===== config.mk =====
export PLATFORM = sky130hd
export DESIGN_NAME = thermal_operating_point_governor
export DESIGN_NICKNAME = d
export VERILOG_FILES = /design/src/design/topg_pkg.sv /design/src/design/topg_decide.sv /design/src/design/thermal_operating_point_governor.sv
export SDC_FILE = /design/constraint.sdc
export NUM_CORES = 1
export LEC_CHECK = 0
export ABC_AREA = 1
export ABC_CLOCK_PERIOD_IN_PS = 4650
export BUFFER_PORTS_ARGS = -buffer_cell sky130_fd_sc_hd__buf_2
export CAP_MARGIN = 20
export CORE_MARGIN = 3
export CORE_UTILIZATION = 63
export CTS_CLUSTER_DIAMETER = 100
export DETAILED_ROUTE_END_ITERATION = 7
export GPL_TIMING_DRIVEN = 0
export MAX_ROUTING_LAYER = met4
export PLACE_DENSITY = 0.85
export RECOVER_POWER = 100
export SETUP_SLACK_MARGIN = 0.4
export SYNTH_ARGS = -nofsm -noshare
export SYNTH_HDL_FRONTEND = slang
export SYNTH_SLANG_ARGS = --single-unit

===== constraint.sdc =====
create_clock -name i_clk -period 4.65 [get_ports i_clk]
set_input_delay 1.1625 -clock i_clk [delete_from_list [all_inputs] [get_ports i_clk]]
set_output_delay 1.1625 -clock i_clk [all_outputs]
set_load 0.05 [all_outputs]

===== src/design/topg_pkg.sv =====
`default_nettype none

package topg_pkg;

    localparam int CfgIndexWidth = 3;
    localparam int CfgDataWidth  = 8;
    localparam int TempWidth     = 8;
    localparam int MaxResults    = 3;

    localparam logic [CfgIndexWidth-1:0] REG_FEATURE_ENABLE         = 3'd0;
    localparam logic [CfgIndexWidth-1:0] REG_JUNCTION_LIMIT         = 3'd1;
    localparam logic [CfgIndexWidth-1:0] REG_LOW_THRESHOLD          = 3'd2;
    localparam logic [CfgIndexWidth-1:0] REG_INTERMEDIATE_THRESHOLD = 3'd3;
    localparam logic [CfgIndexWidth-1:0] REG_TOP_SPEED_ALLOWED      = 3'd4;

    typedef enum logic [1:0] {
        PT_600 = 2'd0,
        PT_800 = 2'd1,
        PT_1G  = 2'd2
    } t_point;

    typedef enum logic {
        CMD_TICK  = 1'b0,
        CMD_FORCE = 1'b1
    } t_command;

    typedef enum logic {
        KIND_SWITCH = 1'b0,
        KIND_STATUS = 1'b1
    } t_kind;

    typedef struct packed {
        logic                 feature_enable;
        logic [TempWidth-1:0] junction_limit;
        logic [TempWidth-1:0] low_threshold;
        logic [TempWidth-1:0] intermediate_threshold;
        logic                 top_speed_allowed;
    } t_config;

    typedef struct packed {
        t_kind                kind;
        t_point               point;
        logic                 notify;
        logic                 breach;
        logic                 new_max;
        logic [TempWidth-1:0] max_temperature;
        logic                 last;
    } t_result;

    typedef struct packed {
        t_result [MaxResults-1:0] items;
        logic [1:0]               count;
        t_point                   point;
        logic [TempWidth-1:0]     peak;
    } t_decision;

endpackage

`default_nettype wire


===== src/design/topg_decide.sv =====
`default_nettype none

module topg_decide (
    input  wire topg_pkg::t_config   i_cfg,
    input  wire topg_pkg::t_command  i_command,
    input  wire logic [7:0]          i_temperature,
    input  wire logic                i_block_top_speed,
    input  wire logic [1:0]          i_requested_point,
    input  wire topg_pkg::t_point    i_point,
    input  wire logic [7:0]          i_peak,
    output topg_pkg::t_decision      o_decision
);
    import topg_pkg::*;

    t_point   req_point;
    t_point   first_point;
    t_point   second_point;
    t_point   mid_point;
    t_point   final_point;
    t_result  status;
    t_result  sw_first;
    t_result  sw_second;
    logic     tick;
    logic     breach;
    logic     sw_breach;
    logic     new_max;
    logic     rise;
    logic     blk;
    logic     sw_mid;
    logic     sw_rec;
    logic [1:0] n_switch;
    logic [7:0] peak_next;
    t_point   live_point;

    always_comb begin
        unique case (i_requested_point)
            2'd1:    req_point = PT_800;
            2'd2:    req_point = PT_1G;
            default: req_point = PT_600;
        endcase
    end

    // The breach, block and recovery rules look at the point held at the start of
    // the step; the rise rule looks at the point after a possible breach drop.
    always_comb begin
        tick       = (i_command == CMD_TICK) && i_cfg.feature_enable;
        breach     = tick && (i_temperature >= i_cfg.junction_limit);
        sw_breach  = breach && (i_point != PT_600);
        new_max    = breach && (i_temperature > i_peak);
        live_point = sw_breach ? PT_600 : i_point;
        rise       = tick && i_cfg.top_speed_allowed
                     && (i_temperature <= i_cfg.low_threshold)
                     && (live_point != PT_1G) && !i_block_top_speed;
        blk        = tick && i_cfg.top_speed_allowed && i_block_top_speed
                     && (i_point == PT_1G);
        sw_mid     = rise || blk;
        mid_point  = rise ? PT_1G : PT_800;
        sw_rec     = tick && (i_temperature <= i_cfg.intermediate_threshold)
                     && (i_point == PT_600);
        peak_next  = new_max ? i_temperature : i_peak;
    end

    always_comb begin
        if (i_command == CMD_FORCE) begin
            n_switch     = 2'd1;
            first_point  = req_point;
            second_point = req_point;
            final_point  = req_point;
        end else begin
            n_switch     = {1'b0, sw_breach} + {1'b0, sw_mid} + {1'b0, sw_rec};
            first_point  = sw_breach ? PT_600 : (sw_mid ? mid_point : PT_800);
            second_point = sw_breach ? mid_point : PT_800;
            if (sw_rec) begin
                final_point = PT_800;
            end else if (sw_mid) begin
                final_point = mid_point;
            end else if (sw_breach) begin
                final_point = PT_600;
            end else begin
                final_point = i_point;
            end
        end
    end

    always_comb begin
        status                 = '0;
        status.kind            = KIND_STATUS;
        status.point           = final_point;
        status.notify          = sw_breach || sw_mid || sw_rec || new_max;
        status.breach          = sw_breach;
        status.new_max         = new_max;
        status.max_temperature = peak_next;
        status.last            = 1'b1;

        sw_first        = '0;
        sw_first.kind   = KIND_SWITCH;
        sw_first.point  = first_point;
        sw_second       = '0;
        sw_second.kind  = KIND_SWITCH;
        sw_second.point = second_point;

        o_decision.items = '0;
        unique case (n_switch)
            2'd0: begin
                o_decision.items[0] = status;
            end
            2'd1: begin
                o_decision.items[0] = sw_first;
                o_decision.items[1] = status;
            end
            default: begin
                o_decision.items[0] = sw_first;
                o_decision.items[1] = sw_second;
                o_decision.items[2] = status;
            end
        endcase
        o_decision.count = (n_switch == 2'd3) ? 2'd3 : n_switch + 2'd1;
        o_decision.point = final_point;
        o_decision.peak  = peak_next;
    end

endmodule

`default_nettype wire


===== src/design/thermal_operating_point_governor.sv =====
`default_nettype none

// Thermal operating point governor.
// The slave channel takes one transfer per temperature tick or forced point
// request; tuser carries the command. Five configuration registers are written
// through the plain write port; the user must write them only while the block
// is idle, which the block itself does not enforce.
// Each input transfer produces one to three result transfers on the master
// channel: zero, one or two switch orders and then a status item with tlast
// set. The decision is made in the cycle of acceptance, and the first result
// is offered in the following cycle. Results of one input leave on consecutive
// cycles while the receiver is ready, and a new input is taken in the same
// cycle as the last result of the previous one leaves. The three-entry result
// buffer holds every result of one input.
// When the receiver stalls, the buffered results hold and no input is taken
// until the status item leaves.
// Reset clears the buffer, returns the point to 600 MHz, clears the stored
// maximum and loads the configuration defaults (junction limit 255, all else
// zero).
module thermal_operating_point_governor (
    input  wire logic        i_clk,
    input  wire logic        i_rst_n,
    input  wire logic        i_cfg_we,
    input  wire logic [topg_pkg::CfgIndexWidth-1:0] i_cfg_index,
    input  wire logic [topg_pkg::CfgDataWidth-1:0]  i_cfg_data,
    input  wire logic        i_s_axis_tvalid,
    output logic             o_s_axis_tready,
    // [7:0] temperature, [8] block_top_speed, [10:9] requested_point, rest zero
    input  wire logic [15:0] i_s_axis_tdata,
    // [0] command
    input  wire logic        i_s_axis_tuser,
    output logic             o_m_axis_tvalid,
    input  wire logic        i_m_axis_tready,
    // [1:0] operating_point, [2] notify, [3] breach_flag, [4] new_max_flag,
    // [12:5] max_temperature, rest zero
    output logic [15:0]      o_m_axis_tdata,
    // [0] item_kind
    output logic             o_m_axis_tuser,
    output logic             o_m_axis_tlast
);
    import topg_pkg::*;

    t_config    r_cfg;
    t_point     r_point;
    logic [7:0] r_peak;
    t_result    r_items [MaxResults];
    logic [1:0] r_cnt;
    t_decision  decision;
    logic       in_xfer;
    logic       out_xfer;

    assign out_xfer        = o_m_axis_tvalid && i_m_axis_tready;
    assign o_s_axis_tready = (r_cnt == 2'd0) || ((r_cnt == 2'd1) && i_m_axis_tready);
    assign in_xfer         = i_s_axis_tvalid && o_s_axis_tready;

    topg_decide u_decide (
        .i_cfg             (r_cfg),
        .i_command         (t_command'(i_s_axis_tuser)),
        .i_temperature     (i_s_axis_tdata[7:0]),
        .i_block_top_speed (i_s_axis_tdata[8]),
        .i_requested_point (i_s_axis_tdata[10:9]),
        .i_point           (r_point),
        .i_peak            (r_peak),
        .o_decision        (decision)
    );

    always_ff @(posedge i_clk) begin
        if (!i_rst_n) begin
            r_cfg.feature_enable         <= 1'b0;
            r_cfg.junction_limit         <= 8'hff;
            r_cfg.low_threshold          <= 8'd0;
            r_cfg.intermediate_threshold <= 8'd0;
            r_cfg.top_speed_allowed      <= 1'b0;
        end else if (i_cfg_we) begin
            unique case (i_cfg_index)
                REG_FEATURE_ENABLE:         r_cfg.feature_enable <= i_cfg_data[0];
                REG_JUNCTION_LIMIT:         r_cfg.junction_limit <= i_cfg_data;
                REG_LOW_THRESHOLD:          r_cfg.low_threshold <= i_cfg_data;
                REG_INTERMEDIATE_THRESHOLD: r_cfg.intermediate_threshold <= i_cfg_data;
                REG_TOP_SPEED_ALLOWED:      r_cfg.top_speed_allowed <= i_cfg_data[0];
                default: begin
                end
            endcase
        end
    end

    always_ff @(posedge i_clk) begin
        if (!i_rst_n) begin
            r_point <= PT_600;
            r_peak  <= 8'd0;
            r_cnt   <= 2'd0;
        end else if (in_xfer) begin
            r_point <= decision.point;
            r_peak  <= decision.peak;
            r_cnt   <= decision.count;
        end else if (out_xfer) begin
            r_cnt <= r_cnt - 2'd1;
        end
    end

    always_ff @(posedge i_clk) begin
        if (in_xfer) begin
            r_items[0] <= decision.items[0];
            r_items[1] <= decision.items[1];
            r_items[2] <= decision.items[2];
        end else if (out_xfer) begin
            r_items[0] <= r_items[1];
            r_items[1] <= r_items[2];
        end
    end

    assign o_m_axis_tvalid = (r_cnt != 2'd0);
    assign o_m_axis_tdata  = {3'd0, r_items[0].max_temperature, r_items[0].new_max,
                              r_items[0].breach, r_items[0].notify, r_items[0].point};
    assign o_m_axis_tuser  = r_items[0].kind;
    assign o_m_axis_tlast  = r_items[0].last;

endmodule

`default_nettype wire


==> results.toml <==
[die]
core_um2 = 6530
die_h_um = 89.1
num_rows = 29
start_util_pct = 66.6
ios = 53
die_area_um2 = 7930
fp.dieW_um = 89.1

[timing]
fin_crit_sh_pct = 79.2
tns_ns = 0
min_period_ns = 3.68
maxSlewHeadroom_pct = 13.7
finalHoldViolCount = 0
drv_slew = 0
max_freq_mhz = 272
postLayoutSetupSlackWorst_ns = 0.968
worstMarginPinSlew_ns = 1.30
finClkSkew_ns = 0.0115
holdWs_ns = 0.464
rsz0062_at_grt = "no"
setup_viol = 0

[min_path]
hold_path.startpoint = "r_cfg[4]$_SDFFE_PN0P_"
holdPathStages = 2
hp-class = "flop to flop"
min_to = "r_cfg[4]$_SDFFE_PN0P_"

[logic_synthesis]
ys_top_cells_by_count = "107 x nand2_1, 73 x inv_1, 44 x a21oi_1"
synth_area_per_cell_um2 = 8.44
synthAdderAreaFrac_pct = 10.1
syn_area_um2 = 4350
yosys_most_used_dff = "edfxtp_1"
synth_edf_count = 42
synthSimpleGateAreaFrac_pct = 16.3
synth_compound_area_share_pct = 15.9
synthXorXnorAreaFrac_pct = 0
yosysMostFrequentCell = "nand2_1"
synthCells = 515
synthArstFlopShare_pct = 0
yosys-top-cells-area = "edfxtp_1 29%, dfxtp_1 18%, ha_1 10%"
ys_seq_area_share_pct = 46.5
yosysTopAreaCell = "edfxtp_1"
synth_mux_area_share_pct = 0
synth_seq_cells = 80
yosys.area.top_type_share_pct = 29.0
synth_top_family_by_area = "simple AND/OR/NAND/NOR gates"
ys_types = 35
yosys_warnings = 0

[setup_path]
worstSetupPathType = "input pin to flop"
reg2reg_slack_ns = 1.59
crit_slowest_cell = "ha_1"
arrival_ns = 3.78
start_kind = "input pin"
crit_chain = "clkbuf_1 -> ha_1 -> a21o_1 -> nor2_1 -> nand3_1 -> nand3_1 -> nand2_1 -> ha_1 -> nor2_1 -> nor2_1 -> nand2_1 -> clkbuf_1 -> o21ai_0"
cp_num_buf_inv = 2
critical_path.max_stage_delay_ns = 0.31
worstReg2RegStart = "r_cfg[24]$_SDFFE_PN1P_"
cp_top_family = "simple AND/OR/NAND/NOR gates"
path_common_cell = "nor2_1"
cp_max_fo = 10
reg2reg_to = "r_items[0][26]$_DFFE_PP_"
crit_required_ns = 4.75
endpoint_kind = "flop"
rr_worst_depth = 15

[clocking]
clockBufferDepth = 2
cts_tree = "done"
ctsResizeCount = 0
htree_num_levels = 3
numCtsBuffers = 9
clkTransAtPathRegs_ns = 0.08
clock_latency_ns = 0.36
cts_root_buffer = "clkbuf_8"
hold_buffers = 0
postCtsSetupBuffers = 0
clock_sink_count = 80

[global_routing]
track_usage_pct = 25.1
antenna_found_initial = 0
grt_overflow_total = 0
grt_pass1_vias = 3356
grt_max_degree = 31
met2_usage_pct = 42.7
use_met3_pct = 4.61
gr-max-usage-layer = "met2"
grt_pass1_wl_um = 14800
gr-usage-met1_pct = 28.7

[placed_design]
io_buffer_count = 44
gp_congestion = 0.889
dp_slack_ns = 0.609
hpwl_um = 6680

[status]
status = "finished, final reports clean"

[cells_and_area]
diodes = 0
multi_input_area_um2 = 1800
fillers = 515
drive_above_1_share_pct = 12.3
seqCellArea_um2 = 2020
nets = 642
area_delta_synth_final_pct = 10.4

[pwr]
leakage_nw = 2.19
ir_worst_vdd_mv = 0.226
powerDensity_nw_per_um2 = 524

[route]
wl_um = 9080
vias = 3604
drt_iter0_drc = 215
routed_via_density = 5.49
ant_nets = 0
post_drt_wl_per_cell_um = 13.8
first_pass_iters = 5
drc = 0

[flow_run]
maxCapViolCount = 0
-- kinds of logic (layout without fill, tap and decap cells) --
logic type | count (synthesis) | count (layout)
and+or+nand+nor | 169 | 169
other | 1 | 3
AOI/OAI and AO/OA | 121 | 121
adders and majority gates | 35 | 35
DFF | 80 | 80
buffers and inverters | 109 | 171
-- per-stage QoR --
step	area [µm²]	cells	utilization, %	power (mW)
5_1_grt	4800	656	73.5	2.67
6_report	4800	656	73.5	2.51
2_1_floorplan	4350	517	-	1.81
3_5_place_dp	4670	638	71.5	2.03
3_3_place_gp	4670	638	71.5	1.98
4_1_cts	4870	654	74.6	2.55
-- layout by cell type (no fill, tap or decap), drive strengths merged --
cell type,Yosys,final
bufinv,0,1
clkinvlp,0,4
a211oi,1,1
nand4,5,5
dfxtp,38,38
a21oi,46,46
inv,76,78
nand2,111,111
nor2,34,34
or2,1,1
buf,21,45
o221ai,1,1
o211ai,10,10
nand3,15,15
o31ai,1,1
conb,1,3
edfxtp,42,42
o21ai,57,57
clkinv,1,1
o21a,1,1
a21o,3,3
a31oi,1,1
ha,35,35
clkbuf,11,42
nor3,3,3
-- worst min-delay path: cells and delay by family, from the launching register on --
kind,cells,cell delay [ns]
buffers and inverters,1,0.06
AOI/OAI and AO/OA,1,0.06
DFF,1,0.30
-- power by group --
part	internal, mW	switching [mW]
clock network	0.254	0.276
logic	0.255	0.676
registers	0.994	0.0582
total	1.50	1.01
-- layer usage --
layer	vias up	routed length (µm)
met5	-	0
met2	124	4450
li1	1806	-
met4	0	224
met3	28	495
met1	1646	3900
-- layout make-up --
type | instances | share of cell area [%]
Multi-Input combinational cell | 328 | 37.4
Timing Repair Buffer | 46 | 4.28
Tap cell | 77 | 2.01
Sequential cell | 80 | 42.1
Buffer | 32 | 3.88
Inverter | 77 | 6.05
Clock inverter | 7 | 1.64
Clock buffer | 9 | 2.58
-- state kept, by name, indices dropped and copies added, names as in the netlist --
register and cells:
r_point 2, r_cfg 26, r_items 42, r_peak 8, r_cnt 2
-- worst max path at each step --
stage,from,to,slack [ns],depth (start not counted)
2_1_floorplan,i_s_axis_tdata[7],r_items[0][24]$_DFFE_PP_,1.23,14
3_3_place_gp,i_s_axis_tdata[5],r_items[0][26]$_DFFE_PP_,0.70,14
3_5_place_dp,i_s_axis_tdata[5],r_items[0][26]$_DFFE_PP_,0.61,14
4_1_cts,i_s_axis_tdata[5],r_items[0][26]$_DFFE_PP_,0.99,14
5_1_grt,i_s_axis_tdata[7],r_items[0][26]$_DFFE_PP_,0.59,15
6_report,i_s_axis_tdata[7],r_items[0][26]$_DFFE_PP_,0.97,13
Power figures use the tool's default switching activity.
